$ cat src/hw/rtl/header_name_value_parser_assert.svh
// Assertion macros for the header name/value parser.
// Used by the top level; relies on the clk_i and rst_ni names of the including module.
`ifndef HEADER_NAME_VALUE_PARSER_ASSERT_SVH
`define HEADER_NAME_VALUE_PARSER_ASSERT_SVH

// Same-cycle implication, checked at every rising edge outside reset.
`define HNVP_CHECK(label, ante, cons, msg) \
  label: assert property (@(posedge clk_i) disable iff (!rst_ni) (ante) |-> (cons)) \
    else $error(msg);

// Next-cycle implication, checked at every rising edge outside reset.
`define HNVP_CHECK_NEXT(label, ante, cons, msg) \
  label: assert property (@(posedge clk_i) disable iff (!rst_ni) (ante) |=> (cons)) \
    else $error(msg);

`endif

$ cat src/hw/rtl/hnvp_pkg.sv
// Shared types, constants and character classes for the header name/value parser.
// No dependencies; imported by every module of the block.
package hnvp_pkg;

  // Width of the internal byte position counter and of the reported offsets.
  localparam int unsigned POS_WIDTH = 16;
  localparam int unsigned OUT_POS_W = 16;

  typedef logic [POS_WIDTH-1:0] pos_t;
  typedef logic [OUT_POS_W-1:0] opos_t;

  localparam pos_t POS_MAX = {POS_WIDTH{1'b1}};

  // Verdict error codes.
  typedef enum logic [2:0] {
    ERR_NONE    = 3'd0,
    ERR_BLANK   = 3'd1,
    ERR_TERM    = 3'd2,
    ERR_NAME    = 3'd3,
    ERR_MISSING = 3'd4,
    ERR_TOKEN   = 3'd5,
    ERR_QUOTED  = 3'd6,
    ERR_LONG    = 3'd7
  } err_e;

  // Characters with a role in the grammar.
  localparam logic [7:0] CH_SPACE  = 8'h20;
  localparam logic [7:0] CH_TAB    = 8'h09;
  localparam logic [7:0] CH_EQUAL  = 8'h3D;
  localparam logic [7:0] CH_DQUOTE = 8'h22;
  localparam logic [7:0] CH_BSLASH = 8'h5C;
  localparam logic [7:0] CH_CR     = 8'h0D;
  localparam logic [7:0] CH_LF     = 8'h0A;
  localparam logic [7:0] CH_NUL    = 8'h00;

  // One input word.
  typedef struct packed {
    logic [7:0] data_byte;
    logic       last_byte;
    logic       empty_input;
  } item_t;

  // One verdict word.
  typedef struct packed {
    logic  verdict_ok;
    err_e  error_code;
    opos_t name_start;
    opos_t name_length;
    logic  has_value;
    opos_t value_start;
    opos_t value_length;
    logic  value_quoted;
  } result_t;

  // Token characters: letters, digits and !#$%&'*+-.^_`|~
  function automatic logic is_token(input logic [7:0] c);
    return c inside {[8'h30:8'h39], [8'h41:8'h5A], [8'h61:8'h7A],
                     8'h21, 8'h23, 8'h24, 8'h25, 8'h26, 8'h27, 8'h2A, 8'h2B,
                     8'h2D, 8'h2E, 8'h5E, 8'h5F, 8'h60, 8'h7C, 8'h7E};
  endfunction

  function automatic logic is_blank(input logic [7:0] c);
    return c inside {CH_SPACE, CH_TAB};
  endfunction

  function automatic logic is_term(input logic [7:0] c);
    return c inside {CH_CR, CH_LF, CH_NUL};
  endfunction

  // Reduce an internal position to the reported offset width.
  function automatic opos_t to_opos(input pos_t x);
    logic [31:0] w;
    w = 32'(x);
    return w[OUT_POS_W-1:0];
  endfunction

endpackage

$ cat src/hw/rtl/header_name_value_parser.sv
// Top level of the header name/value parser: input stage, grammar core, verdict register.
// Depends on hnvp_pkg, hnvp_in_reg, hnvp_parse_core and header_name_value_parser_assert.svh.

// The block takes one byte of a header parameter string per word and gives one
// verdict word when the string ends (last_byte_i set, or empty_input_i set, which
// ends the string without a byte). It accepts a word whenever in_stall_o is low:
// each byte goes from the input register through the grammar state machine, so the
// sustained rate is one byte per clock while the input is not stalled. The verdict
// is registered once the closing word leaves the input register. The verdict register
// lets the input keep streaming while a verdict waits; the input stalls only when a
// second string ends while the previous verdict is still stalled. Offsets count bytes
// from the string start, and the position counter saturates for very long strings.
module header_name_value_parser (
  input  logic                 clk_i,
  input  logic                 rst_ni,
  input  logic                 in_valid_i,
  output logic                 in_stall_o,
  input  logic [7:0]           data_byte_i,
  input  logic                 last_byte_i,
  input  logic                 empty_input_i,
  output logic                 out_valid_o,
  input  logic                 out_stall_i,
  output logic                 verdict_ok_o,
  output logic [2:0]           error_code_o,
  output hnvp_pkg::opos_t      name_start_o,
  output hnvp_pkg::opos_t      name_length_o,
  output logic                 has_value_o,
  output hnvp_pkg::opos_t      value_start_o,
  output hnvp_pkg::opos_t      value_length_o,
  output logic                 value_quoted_o
);
  import hnvp_pkg::*;

  `include "header_name_value_parser_assert.svh"

  item_t   in_item;
  item_t   s1_item;
  logic    s1_valid;
  logic    s1_ends;
  logic    advance;
  logic    out_load;
  result_t core_result;
  result_t res_q, res_d;
  logic    out_valid_q, out_valid_d;
  logic    rej_clean;

  assign in_item.data_byte   = data_byte_i;
  assign in_item.last_byte   = last_byte_i;
  assign in_item.empty_input = empty_input_i;

  // Input register.
  hnvp_in_reg u_in_reg (
    .clk_i  (clk_i),
    .rst_ni (rst_ni),
    .valid_i(in_valid_i),
    .take_i (!in_stall_o),
    .item_i (in_item),
    .valid_o(s1_valid),
    .item_o (s1_item)
  );

  // A word moves on unless it closes a string while the verdict register is blocked.
  assign s1_ends    = s1_item.last_byte | s1_item.empty_input;
  assign advance    = s1_valid && (!s1_ends || !out_valid_q || !out_stall_i);
  assign in_stall_o = s1_valid && !advance;
  assign out_load   = advance && s1_ends;

  // Grammar state machine.
  hnvp_parse_core u_parse_core (
    .clk_i    (clk_i),
    .rst_ni   (rst_ni),
    .advance_i(advance),
    .item_i   (s1_item),
    .result_o (core_result)
  );

  // Verdict register.
  always_comb begin
    out_valid_d = out_valid_q && out_stall_i;
    res_d       = res_q;
    if (out_load) begin
      out_valid_d = 1'b1;
      res_d       = core_result;
    end
  end

  always_ff @(posedge clk_i or negedge rst_ni) begin
    if (!rst_ni) begin
      out_valid_q <= 1'b0;
    end else begin
      out_valid_q <= out_valid_d;
    end
  end

  always_ff @(posedge clk_i) begin
    res_q <= res_d;
  end

  assign out_valid_o    = out_valid_q;
  assign verdict_ok_o   = res_q.verdict_ok;
  assign error_code_o   = res_q.error_code;
  assign name_start_o   = res_q.name_start;
  assign name_length_o  = res_q.name_length;
  assign has_value_o    = res_q.has_value;
  assign value_start_o  = res_q.value_start;
  assign value_length_o = res_q.value_length;
  assign value_quoted_o = res_q.value_quoted;

  // A rejected verdict must carry an error code and no name or value.
  assign rej_clean = (error_code_o != ERR_NONE) && !has_value_o &&
                     (name_length_o == '0) && (name_start_o == '0);

  // An empty verdict register never holds back the input.
  `HNVP_CHECK(a_no_stall_when_empty, !out_valid_q, !in_stall_o, "stall while output empty")
  // A closing word that moves on shows up as a verdict in the next cycle.
  `HNVP_CHECK_NEXT(a_verdict_follows, out_load, out_valid_o, "closing word produced no verdict")
  // A rejected string carries an error code and no name or value.
  `HNVP_CHECK(a_reject_clean, out_valid_o && !verdict_ok_o, rej_clean, "reject has stray fields")
  // An accepted string carries no error code.
  `HNVP_CHECK(a_accept_clean, out_valid_o && verdict_ok_o, error_code_o == ERR_NONE, "ok with error")

endmodule

$ cat src/hw/rtl/hnvp_in_reg.sv
// Input register stage of the header name/value parser.
// Depends on hnvp_pkg for the word type.
module hnvp_in_reg (
  input  logic           clk_i,
  input  logic           rst_ni,
  input  logic           valid_i,
  input  logic           take_i,
  input  hnvp_pkg::item_t item_i,
  output logic           valid_o,
  output hnvp_pkg::item_t item_o
);
  import hnvp_pkg::*;

  logic  valid_q, valid_d;
  item_t item_q, item_d;

  // A new word is taken whenever the stage is not stalled.
  always_comb begin
    valid_d = valid_q;
    item_d  = item_q;
    if (take_i) begin
      valid_d = valid_i;
      if (valid_i) begin
        item_d = item_i;
      end
    end
  end

  always_ff @(posedge clk_i or negedge rst_ni) begin
    if (!rst_ni) begin
      valid_q <= 1'b0;
    end else begin
      valid_q <= valid_d;
    end
  end

  always_ff @(posedge clk_i) begin
    item_q <= item_d;
  end

  assign valid_o = valid_q;
  assign item_o  = item_q;

endmodule

$ cat src/hw/rtl/hnvp_parse_core.sv
// Grammar state machine and position tracking of the header name/value parser.
// Depends on hnvp_pkg for types, error codes and character classes.
module hnvp_parse_core (
  input  logic              clk_i,
  input  logic              rst_ni,
  input  logic              advance_i,
  input  hnvp_pkg::item_t   item_i,
  output hnvp_pkg::result_t result_o
);
  import hnvp_pkg::*;

  // Parse phases.
  localparam logic [3:0] PH_LEAD     = 4'd0;
  localparam logic [3:0] PH_NAME     = 4'd1;
  localparam logic [3:0] PH_NAME_WS  = 4'd2;
  localparam logic [3:0] PH_EQ_WS    = 4'd3;
  localparam logic [3:0] PH_TOKEN    = 4'd4;
  localparam logic [3:0] PH_TOKEN_WS = 4'd5;
  localparam logic [3:0] PH_QUOTED   = 4'd6;
  localparam logic [3:0] PH_QESC     = 4'd7;
  localparam logic [3:0] PH_QCLOSED  = 4'd8;

  logic [3:0] phase_q, phase_d, phase_n;
  err_e       err_q, err_d, err_n;
  logic       term_q, term_d, term_n;
  pos_t       pos_q, pos_d, pos_n;
  pos_t       nb_q, nb_d, nb_n;
  pos_t       nf_q, nf_d, nf_n;
  pos_t       vb_q, vb_d, vb_n;
  pos_t       vf_q, vf_d, vf_n;
  pos_t       pos_inc;
  logic [7:0] c;
  logic       ends;
  err_e       verdict;

  assign c       = item_i.data_byte;
  assign pos_inc = pos_q + pos_t'(1);
  assign ends    = item_i.last_byte | item_i.empty_input;

  // State after this word's byte, before any end-of-string reset.
  always_comb begin
    phase_d = phase_q;
    err_d   = err_q;
    term_d  = term_q;
    pos_d   = pos_q;
    nb_d    = nb_q;
    nf_d    = nf_q;
    vb_d    = vb_q;
    vf_d    = vf_q;
    if (!item_i.empty_input) begin
      if (pos_q == POS_MAX) begin
        // Position counter exhausted: the byte is only checked for terminators.
        err_d = ERR_LONG;
        if (is_term(c)) begin
          term_d = 1'b1;
        end
      end else begin
        pos_d = pos_inc;
        if (is_term(c)) begin
          term_d = 1'b1;
        end else if (err_q == ERR_NONE) begin
          case (phase_q)
            PH_LEAD: begin
              if (is_token(c)) begin
                nb_d    = pos_q;
                nf_d    = pos_inc;
                phase_d = PH_NAME;
              end else if (!is_blank(c)) begin
                err_d = ERR_NAME;
              end
            end
            PH_NAME: begin
              if (is_token(c)) begin
                nf_d = pos_inc;
              end else if (is_blank(c)) begin
                phase_d = PH_NAME_WS;
              end else if (c == CH_EQUAL) begin
                phase_d = PH_EQ_WS;
              end else begin
                err_d = ERR_NAME;
              end
            end
            PH_NAME_WS: begin
              if (c == CH_EQUAL) begin
                phase_d = PH_EQ_WS;
              end else if (!is_blank(c)) begin
                err_d = ERR_NAME;
              end
            end
            PH_EQ_WS: begin
              if (!is_blank(c)) begin
                vb_d = pos_q;
                vf_d = pos_inc;
                if (c == CH_DQUOTE) begin
                  phase_d = PH_QUOTED;
                end else if (is_token(c)) begin
                  phase_d = PH_TOKEN;
                end else begin
                  err_d = ERR_TOKEN;
                end
              end
            end
            PH_TOKEN: begin
              if (is_token(c)) begin
                vf_d = pos_inc;
              end else if (is_blank(c)) begin
                phase_d = PH_TOKEN_WS;
              end else begin
                err_d = ERR_TOKEN;
              end
            end
            PH_TOKEN_WS: begin
              if (!is_blank(c)) begin
                err_d = ERR_TOKEN;
              end
            end
            PH_QUOTED: begin
              if (c == CH_BSLASH) begin
                phase_d = PH_QESC;
              end else if (c == CH_DQUOTE) begin
                vf_d    = pos_inc;
                phase_d = PH_QCLOSED;
              end
            end
            PH_QESC: begin
              phase_d = PH_QUOTED;
            end
            PH_QCLOSED: begin
              if (!is_blank(c)) begin
                err_d = ERR_QUOTED;
              end
            end
            default: begin
              err_d = ERR_NAME;
            end
          endcase
        end
      end
    end
  end

  // Verdict: terminator beats any stored error, which beats the end-phase checks.
  always_comb begin
    if (term_d) begin
      verdict = ERR_TERM;
    end else if (err_d != ERR_NONE) begin
      verdict = err_d;
    end else begin
      case (phase_d)
        PH_LEAD:   verdict = ERR_BLANK;
        PH_EQ_WS:  verdict = ERR_MISSING;
        PH_QUOTED,
        PH_QESC:   verdict = ERR_QUOTED;
        default:   verdict = ERR_NONE;
      endcase
    end
  end

  // Result word; every field but the error code is zero on a rejected string.
  always_comb begin
    result_o            = '0;
    result_o.error_code = verdict;
    if (verdict == ERR_NONE) begin
      result_o.verdict_ok  = 1'b1;
      result_o.name_start  = to_opos(nb_d);
      result_o.name_length = to_opos(nf_d - nb_d);
      if (phase_d != PH_NAME && phase_d != PH_NAME_WS) begin
        result_o.has_value    = 1'b1;
        result_o.value_start  = to_opos(vb_d);
        result_o.value_length = to_opos(vf_d - vb_d);
        result_o.value_quoted = (phase_d == PH_QCLOSED);
      end
    end
  end

  // The state returns to its reset values once a string has been judged.
  always_comb begin
    phase_n = phase_d;
    err_n   = err_d;
    term_n  = term_d;
    pos_n   = pos_d;
    nb_n    = nb_d;
    nf_n    = nf_d;
    vb_n    = vb_d;
    vf_n    = vf_d;
    if (ends) begin
      phase_n = PH_LEAD;
      err_n   = ERR_NONE;
      term_n  = 1'b0;
      pos_n   = '0;
      nb_n    = '0;
      nf_n    = '0;
      vb_n    = '0;
      vf_n    = '0;
    end
  end

  always_ff @(posedge clk_i or negedge rst_ni) begin
    if (!rst_ni) begin
      phase_q <= PH_LEAD;
      err_q   <= ERR_NONE;
      term_q  <= 1'b0;
      pos_q   <= '0;
      nb_q    <= '0;
      nf_q    <= '0;
      vb_q    <= '0;
      vf_q    <= '0;
    end else if (advance_i) begin
      phase_q <= phase_n;
      err_q   <= err_n;
      term_q  <= term_n;
      pos_q   <= pos_n;
      nb_q    <= nb_n;
      nf_q    <= nf_n;
      vb_q    <= vb_n;
      vf_q    <= vf_n;
    end
  end

endmodule
$ cat config.mk
export PLATFORM = sky130hd
export DESIGN_NAME = header_name_value_parser
export DESIGN_NICKNAME = d
export VERILOG_FILES = /design/src/hw/rtl/hnvp_pkg.sv /design/src/hw/rtl/header_name_value_parser.sv /design/src/hw/rtl/hnvp_in_reg.sv /design/src/hw/rtl/hnvp_parse_core.sv
export VERILOG_INCLUDE_DIRS = /design/src /design/src/hw/rtl
export SDC_FILE = /design/constraint.sdc
export NUM_CORES = 1
export LEC_CHECK = 0
export ABC_AREA = 1
export CAP_MARGIN = 30
export CORE_UTILIZATION = 35
export DETAILED_ROUTE_END_ITERATION = 12
export DONT_BUFFER_PORTS = 1
export GPL_ROUTABILITY_DRIVEN = 0
export PLACE_DENSITY = 0.5
export SLEW_MARGIN = 20
export SYNTH_ARGS = -nofsm -noshare
export SYNTH_HDL_FRONTEND = slang
export SYNTH_HIERARCHICAL = 1
export SYNTH_SLANG_ARGS = --single-unit
export TNS_END_PERCENT = 100
$ cat constraint.sdc
create_clock -name clk_i -period 5.73 [get_ports clk_i]
set_input_delay 0 -clock clk_i [delete_from_list [all_inputs] [get_ports clk_i]]
set_output_delay 0 -clock clk_i [all_outputs]
set_load 0.005 [all_outputs]
# After elaboration in Yosys (flattened, before gate mapping)
# Index checks and enable logic that the tools add are counted.
# word_totals
ff_bits,170
in_bits,14
word_cells,178
# op_classes
n_addsub,3
magnitude_cmp,6
eq_ne,39
n_mux,78
n_bitwise,2
reduce_logical,29
# ops
cell,n
$mux 16,33
$eq 8x6->1 const B,13
$mux 4,16
$mux 3,19
$eq 8x7->1 const B,6
$pmux 16 s3,1
$mux 34,1
$sub 16x16->16,2
$pmux 4 s7,1
$eq 4x3->1 const B,6
$eq 8x4->1 const B,3
$pmux 3 s8,1
$reduce_bool 18->1,1
$add 16x1->16 const B,1
$eq 16x16->1 const B,1
$ge 8x7->1 const B,2
$le 8x7->1 const B,2
$eq 4x2->1 const B,3
$pmux 3 s3,1
$eq 4x4->1 const B,2
$ge 8x6->1 const B,1
$le 8x6->1 const B,1
$logic_and 1x1->1,8
$logic_not 4->1,2
16 further kinds,30

# Depth between registers and ports, before layout
# Gate-level depths: netlist (run 1).
# logic_depth
depth_word,18
depth_mapped,29
depth_no_buf,29

# Modules after synthesis
# Netlist (run 1), hierarchy kept.
# by_module_without_submodules
module,instances,cells_each,area_per_inst_um2
hnvp_parse_core,1,1097,7144.4
header_name_value_parser,1,84,2199.6
hnvp_in_reg,1,16,344.1

# Worst setup path before layout (run 1)
# Ideal clock, no wire load.
# synth_path
path_kind,reg2reg
from,reg u_in_reg.item_q (netlist bit u_in_reg/item_o[5])
to,"reg res_q (netlist bit value_length_o[12]), data pin"
setup_time_ps,256
arrival_time_ps,3576
required_time_ps,5474
setup_slack_ps,1899
path_stages_with_launch,27
path_buffers,1
period_less_slack_ps,3831
cell_sequence,edfxtp_1 nor2_1 nand2_1 nand2_1 nand2_1 nand3_1 nand2_2 nand2_1 o211ai_1 nand2_1 clkbuf_1 nor2_1 a21oi_1 ha_1 inv_1 fa_1 nand3_1 nand2_1 nand2_1 o211ai_1 a21oi_1 o21bai_1 nand2_1 a21oi_1 or2_2 nand3_1 nor2_1
# synth_between
elab_chain_cells,18
elab_cells_between_ends,100
classes_between,add/sub: 1; order compare: 6; eq/ne: 27; mux: 53; reduce/logical: 13
# synth_lines
item,line_no,source
start: declaration,hnvp_in_reg.sv:15,"item_t item_q, item_d;"
start signal: assignment,hnvp_in_reg.sv:38,item_q <= item_d;
$ge 8x6->1 (tied with other cells),hnvp_pkg.sv:57,"return c inside {[8'h30:8'h39], [8'h41:8'h5A], [8'h61:8'h7A],"
$logic_and 1x1->1,hnvp_pkg.sv:57,
$reduce_bool 18->1,hnvp_pkg.sv:57,
$mux 4,hnvp_parse_core.sv:96,end else if (is_token(c)) begin
$mux 4,hnvp_parse_core.sv:94,if (c == CH_DQUOTE) begin
$mux 4,hnvp_parse_core.sv:91,if (!is_blank(c)) begin
$pmux 4 s7,hnvp_parse_core.sv:62,case (phase_q)
$mux 4,hnvp_parse_core.sv:61,end else if (err_q == ERR_NONE) begin
(+2 left out),-,
$mux 4,hnvp_parse_core.sv:50,if (!item_i.empty_input) begin
$eq 4x3->1,hnvp_parse_core.sv:149,case (phase_d)
$reduce_or 2->1,hnvp_parse_core.sv:149,
$pmux 3 s3,hnvp_parse_core.sv:149,
$mux 3,hnvp_parse_core.sv:146,end else if (err_d != ERR_NONE) begin
$mux 3,hnvp_parse_core.sv:144,if (term_d) begin
$logic_not 3->1,hnvp_parse_core.sv:163,if (verdict == ERR_NONE) begin
$reduce_and 2->1 (no line),-,
end signal: assignment,header_name_value_parser.sv:96,res_q <= res_d;
end: declaration,header_name_value_parser.sv:43,"result_t res_q, res_d;"
# Parallel ways exist; a longest one is shown, timed or not.
# A chain may end at the register's enable or synchronous reset.

# Worst setup path in the final report (run 1)
# layout_path
from,reg u_in_reg.item_q (netlist bit u_in_reg/item_o[5])
to,"reg res_q (netlist bit value_length_o[11]), data pin"
# The elaborated chain is that of the path after synthesis.

==> results of run 1 <==
worst register-to-register path: stages (launching register included):
cell	delay (ps)
edfxtp_1	460
nor2_1	250
nand2_1	80
nand2_1	60
nand2_1	50
nand2_1	50
nand3_1	210
nand2_2	220
nand2_1	70
o211ai_1	90
nand2_1	370
inv_1	240
o21ai_0	110
a22oi_1	210
inv_1	90
ha_1	350
nand2_1	90
a21oi_1	40
a211oi_1	160
o21ai_0	180
nand2_1	120
nand2_1	50
a21oi_1	200
o21ai_0	190
or2_2	310
nand3_1	80
nor2_1	50
layout make-up:
type | instances | area [um^2] | area share [%]
sequential | 170 | 4650 | 42.9
multi-input combinational | 820 | 4220 | 38.8
inverter | 169 | 634 | 5.84
clock buffer | 19 | 433 | 3.99
tap | 341 | 427 | 3.93
timing repair buffer | 31 | 290 | 2.67
clock inverter | 13 | 204 | 1.88
state kept, by name, summed over array words and instances (netlist names), 3 cells and up:
signal                flops
u_parse_core/nf_q        16
u_parse_core/vf_q        16
value_start_o            16
u_in_reg/item_o          10
u_parse_core/phase_q      4
u_parse_core/pos_q       16
value_length_o           16
u_parse_core/nb_q        16
u_parse_core/err_q        3
name_start_o             16
error_code_o              3
u_parse_core/vb_q        16
name_length_o            16
metrics by stage:
step	hold WS, ps	std cells	setup slack (ps)	power, W	util (%)
6_report	94.6	1563	1070	0.00336	40.2
2_1_floorplan	-296	1197	1900	0.00195	-
4_1_cts	150	1563	1110	0.00340	40.2
3_3_place_gp	-293	1515	1190	0.00209	37.2
3_5_place_dp	-291	1515	1140	0.00209	37.2
5_1_grt	156	1563	427	0.00354	40.2
cells by family after synthesis:
family / Yosys count / synth area share, %
xor+xnor: 19 / 1.72
compound gates: 241 / 14.1
fa+ha+maj: 33 / 4.42
simple gates: 527 / 23.3
buf+inv: 207 / 8.46
flops: 170 / 48.0
layout by cell type, fill, tap and decap left out, drive strengths merged, types with 4 or more instances in the layout:
| master | synthesis | routed |
|---|---|---|
| nand2 | 285 | 285 |
| inv | 168 | 174 |
| nor2 | 138 | 138 |
| o21ai | 111 | 111 |
| dfrtp | 90 | 90 |
| edfxtp | 80 | 80 |
| nand3 | 63 | 63 |
| a21oi | 53 | 53 |
| o22ai | 44 | 44 |
| ha | 31 | 31 |
| clkbuf | 23 | 19 |
| buf | 15 | 16 |
| dlygate4sd3 | 0 | 15 |
| xor2 | 15 | 15 |
| or2 | 12 | 12 |
| nand4 | 12 | 12 |
| nor3 | 12 | 12 |
| o21a | 9 | 9 |
| a22o | 8 | 8 |
| o211ai | 5 | 5 |
| bufinv | 0 | 4 |
| nor4 | 4 | 4 |
| xnor2 | 4 | 4 |
| clkinv | 1 | 4 |
power groups by stage:
stage	registers, W	logic [W]	clock network (W)
3_5_place_dp	0.00145	0.000637	0
3_3_place_gp	0.00145	0.000637	0
4_1_cts	0.00142	0.000665	0.00131
6_report	0.00142	0.000657	0.00128
2_1_floorplan	0.00144	0.000513	0
5_1_grt	0.00143	0.000752	0.00135
worst min path at each step:
stage           start                    end  depth (start not counted)
2_1_floorplan  rst_ni  out_valid_o$_DFF_PN0_                          0
3_3_place_gp   rst_ni  out_valid_o$_DFF_PN0_                          0
4_1_cts        rst_ni  out_valid_o$_DFF_PN0_                          2
3_5_place_dp   rst_ni  out_valid_o$_DFF_PN0_                          0
5_1_grt        rst_ni  out_valid_o$_DFF_PN0_                          2
6_report       rst_ni  out_valid_o$_DFF_PN0_                          2
layer usage:
metal  part of all wire [%]  track usage (%)  vias up  wire length, um
met5                      0                0        -                0
met4                    2.0             6.13        0              506
met3                    2.8             2.84       29              700
met2                     48             30.7      169            12000
met1                     47             23.3     3751            11700
li1                       -                -     3991                -
==> impl_metrics.env, run 1 <==
export IMPL_synth_nets=1244
export IMPL_initial_core_util_pct=35.8
export IMPL_cts_root_buf="clkbuf_16"
export IMPL_clock_skew_ps=11.3
export IMPL_maxCapViolations=0
export IMPL_drc=0
export IMPL_ir_worst_vdd_mv=0.150
export IMPL_ys_warn_count=6
export IMPL_drt_pass1_iterations=6
export IMPL_hold_class="in -> async"
export IMPL_path_buf_inv=2
export IMPL_fin_crit_sh_pct=81.3
export IMPL_ys_seq_elements=170
export IMPL_ys_top_cells_by_count="nand2_1, inv_1, nor2_1"
export IMPL_gr_usage_all_layers_pct=18.0
export IMPL_synth_flop_cell="dfrtp_1"
export IMPL_r2r_start="u_in_reg/item_o[5]$_DFFE_PP_"
export IMPL_p_leak_nw=5.12
export IMPL_yosysMostFrequentCell="nand2_1"
export IMPL_drtAntennaViolNets=0
export IMPL_fin_nets=1256
export IMPL_cp_data_required_time_ps=5890
export IMPL_dp_hpwl_um=17500
export IMPL_netlist_instances=1197
export IMPL_worstSetupEndpoint="value_length_o[11]$_DFFE_PP_"
export IMPL_reg2reg_depth=26
export IMPL_boundaryPins=86
export IMPL_relSlewSlack_pct=38.1
export IMPL_synth_top_area_cell="edfxtp_1"
export IMPL_yosysSeqAreaShare_pct=48.0
export IMPL_cts_buffers=17
export IMPL_cts_max_path_buffers=2
export IMPL_async_flop_share_pct=52.9
export IMPL_htree_levels=4
export IMPL_avgSynthCellArea_um2=8.09
export IMPL_grt_pass1_vias=7738
export IMPL_path_class="reg -> reg"
export IMPL_start_kind="register"
export IMPL_die_w_um=168
export IMPL_seqPwrFrac_pct=42.4
export IMPL_vias_per_cell=5.08
export IMPL_drtIter0Drc=612
export IMPL_final_max_slew_violation_count=0
export IMPL_worstSetupPathDepth=26
export IMPL_place_area_um2=10000
export IMPL_wl_per_cell_um=16.0
export IMPL_slowest_delay_ps=460
export IMPL_cp_arrival_ps=4820
export IMPL_io_buffers=0
export IMPL_die_y_um=168
export IMPL_cts_sinks=170
export IMPL_crit_start="u_in_reg/item_o[5]$_DFFE_PP_"
export IMPL_via_count=7940
export IMPL_power_density_nw_per_um2=309
export IMPL_post_route_min_period_ps=4660
export IMPL_core_um2=27000
export IMPL_postCtsHoldBufs=16
export IMPL_antenna_found_initial=0
export IMPL_worst_slew_pin_slew_ps=929
export IMPL_rr_endpoint="value_length_o[11]$_DFFE_PP_"
export IMPL_synth_top_area_share_pct=24.8
export IMPL_fin_area_um2=10900
export IMPL_path_clk_slew_ps=70
export IMPL_max_clock_freq_mhz=215
export IMPL_setup_viol=0
export IMPL_synth_area_leaders="edfxtp_1, dfrtp_1, nand2_1, inv_1, o21ai_0"
export IMPL_p_int_w=0.00233
export IMPL_fillers=2771
export IMPL_grt_pass1_wl_um=40000
export IMPL_p_sw_share_pct=30.6
export IMPL_diodes=0
export IMPL_clock_latency_ps=430
export IMPL_ys_types=43
export IMPL_crit_family="simple AND/OR/NAND/NOR gates"
export IMPL_synth_edf_count=80
export IMPL_grt_max_degree=91
export IMPL_p_switching_w=0.00103
export IMPL_grt_setup_unrepaired="false"
export IMPL_drt_total_wl_um=24900
export IMPL_drive_gt1_share_pct=8.43
export IMPL_hold_viol=0
export IMPL_critPathSlowestCell="edfxtp_1"
export IMPL_rrSetupSlack_ps=1070
export IMPL_die_area_um2=28400
export IMPL_power_frac_comb_pct=19.6
export IMPL_cp_end_kind="register"
export IMPL_pwr_share_clk_pct=38.0
export IMPL_grt_ovfl_total=0
export IMPL_ctsResizeCount=0
export IMPL_cts_tree="built"
export IMPL_cts_setup_buffers=0
export IMPL_core_rowCount=60
export IMPL_tns_ps=0
export IMPL_path_common_cell="nand2_1"
export IMPL_area_growth_pct=12.1
export IMPL_syn_area_um2=9690
export IMPL_outcome="finished, final reports clean"
export IMPL_crit_fanout=18
Note: power is estimated with default switching activity, not from simulation.
==> inputs of run 2 (changes only) <==
==> constraint.sdc (replaced) <==
create_clock -name clk_i -period 4.7 [get_ports clk_i]
set_input_delay 0 -clock clk_i [delete_from_list [all_inputs] [get_ports clk_i]]
set_output_delay 0 -clock clk_i [all_outputs]
set_load 0.005 [all_outputs]
==> impl_metrics.env, run 2 (same netlist as run 1, synthesis figures left out) <==
export IMPL_dp_hpwl_um=17900
export IMPL_path_class="reg -> reg"
export IMPL_drt_pass1_iterations=5
export IMPL_gr_usage_all_layers_pct=18.3
export IMPL_core_rowCount=60
export IMPL_drtIter0Drc=556
export IMPL_grt_pass1_wl_um=40700
export IMPL_fin_crit_sh_pct=92.5
export IMPL_io_buffers=0
export IMPL_max_clock_freq_mhz=230
export IMPL_grt_max_degree=91
export IMPL_r2r_start="u_in_reg/item_o[6]$_DFFE_PP_"
export IMPL_die_area_um2=28400
export IMPL_cts_root_buf="clkbuf_16"
export IMPL_fillers=2796
export IMPL_crit_start="u_in_reg/item_o[6]$_DFFE_PP_"
export IMPL_drtAntennaViolNets=0
export IMPL_layout_commonest_cell="nand2_1"
export IMPL_cts_max_path_buffers=2
export IMPL_relSlewSlack_pct=46.0
export IMPL_fin_nets=1271
export IMPL_final_max_slew_violation_count=0
export IMPL_grt_pass1_vias=7730
export IMPL_outcome="finished, final reports clean"
export IMPL_worst_slew_pin_slew_ps=807
export IMPL_clock_skew_ps=11.5
export IMPL_setup_viol=0
export IMPL_core_um2=27000
export IMPL_ir_worst_vdd_mv=0.174
export IMPL_cts_tree="built"
export IMPL_grt_setup_unrepaired="false"
export IMPL_path_common_cell="nand2_1"
export IMPL_maxCapViolations=0
export IMPL_via_count=7919
export IMPL_post_route_min_period_ps=4350
export IMPL_hold_slack_ps=109
export IMPL_die_y_um=168
export IMPL_cp_data_required_time_ps=4970
export IMPL_initial_core_util_pct=35.8
export IMPL_grt_ovfl_total=0
export IMPL_crit_fanout=18
export IMPL_cts_sinks=170
export IMPL_die_w_um=168
export IMPL_vias_per_cell=5.02
export IMPL_htree_levels=4
export IMPL_drt_total_wl_um=24800
export IMPL_path_clk_slew_ps=70
export IMPL_drc=0
export IMPL_start_kind="register"
export IMPL_hold_viol=0
export IMPL_boundaryPins=86
export IMPL_slowest_delay_ps=450
export IMPL_drive_gt1_share_pct=9.62
export IMPL_multi_input_area_um2=4230
export IMPL_antenna_found_initial=0
export IMPL_fin_util_pct=40.5
export IMPL_mostFrequentLayoutCells="nand2_1, inv_1, nor2_1"
export IMPL_area_growth_pct=13.1
export IMPL_tns_ps=0
export IMPL_clock_latency_ps=430
export IMPL_crit_family="compound AO/OA/AOI/OAI gates"
export IMPL_cts_buffers=17
export IMPL_wl_per_cell_um=15.7
export IMPL_diodes=0
export IMPL_p_leak_nw=5.16
export IMPL_path_buf_inv=6
export IMPL_seqCellArea_um2=4650
export IMPL_cp_arrival_ps=4620
export IMPL_power_density_nw_per_um2=363
export IMPL_hold_class="in -> async"
export IMPL_critPathSlowestCell="edfxtp_1"
export IMPL_cp_end_kind="register"
## run 2: cell types whose count changed in the layout (fill, tap and decap cells not counted), sizes merged
cell / before / now
buf: 16 / 31
clkinvlp: 0 / 4
inv: 174 / 171
bufinv: 4 / 2
clkbuf: 19 / 20
## run 2: repair_timing
item / 4_1_cts / 5_1_grt
setup buffers: 0 / 2
endpoints found under the setup margin: 0 / 8
endpoints found under the hold margin: 102 / 0
hold buffers: 16 / 0
gates resized for setup: 0 / 5
## run 2: worst paths after layout
path                       slack (ps)  cells after the start                                end
max                               350                     26       value_length_o[15]$_DFFE_PP_
min                               110                      2       u_in_reg/valid_o$_DFFE_PN0P_
max reg2reg                       350                     26       value_length_o[15]$_DFFE_PP_
min reg2reg                       480                      2   u_parse_core/nf_q[6]$_DFFE_PN0P_
max in group asynchronous        4130                      2  u_parse_core/vf_q[12]$_DFFE_PN0P_
min in group clk_i                190                      1       u_in_reg/item_o[5]$_DFFE_PP_
## run 2: stage by stage
| step | cell area [um^2] | instances | worst slack (ps) | power, W |
|---|---|---|---|---|
| floorplan | 9690 | 1197 | 869 | 0.00238 |
| CTS | 10900 | 1576 | 196 | 0.00403 |
| finish | 11000 | 1578 | 352 | 0.00398 |
| global placement | 10200 | 1528 | 266 | 0.00257 |
| detailed placement | 10200 | 1528 | 226 | 0.00257 |
| global route | 11000 | 1578 | 21.2 | 0.00422 |
## run 2: per-layer routing
| layer | track usage (%) | vias up | share of wire, % | wire [um] |
|---|---|---|---|---|
| met4 | 6.64 | 0 | 2.4 | 587 |
| li1 | - | 4024 | - | - |
| met2 | 31.2 | 167 | 49 | 12100 |
| met3 | 2.75 | 32 | 2.7 | 680 |
| met5 | 0 | - | 0 | 0 |
| met1 | 23.5 | 3696 | 46 | 11500 |
## run 2: where the power goes
| part | internal (W) | switching (W) | total (W) |
|---|---|---|---|
| clock network | 0.000793 | 0.000627 | 0.00142 |
| logic | 0.000264 | 0.000555 | 0.000820 |
| registers | 0.00168 | 0.0000519 | 0.00174 |
| total | 0.00274 | 0.00123 | 0.00398 |
## run 2: cell type report
class | instances | area share (%)
clock buffers | 20 | 3.99
clock inverters | 12 | 1.33
well taps | 341 | 3.90
inverters | 169 | 5.79
repair buffers | 46 | 3.91
flip-flops and latches | 170 | 42.5
multi-input cells | 820 | 38.6
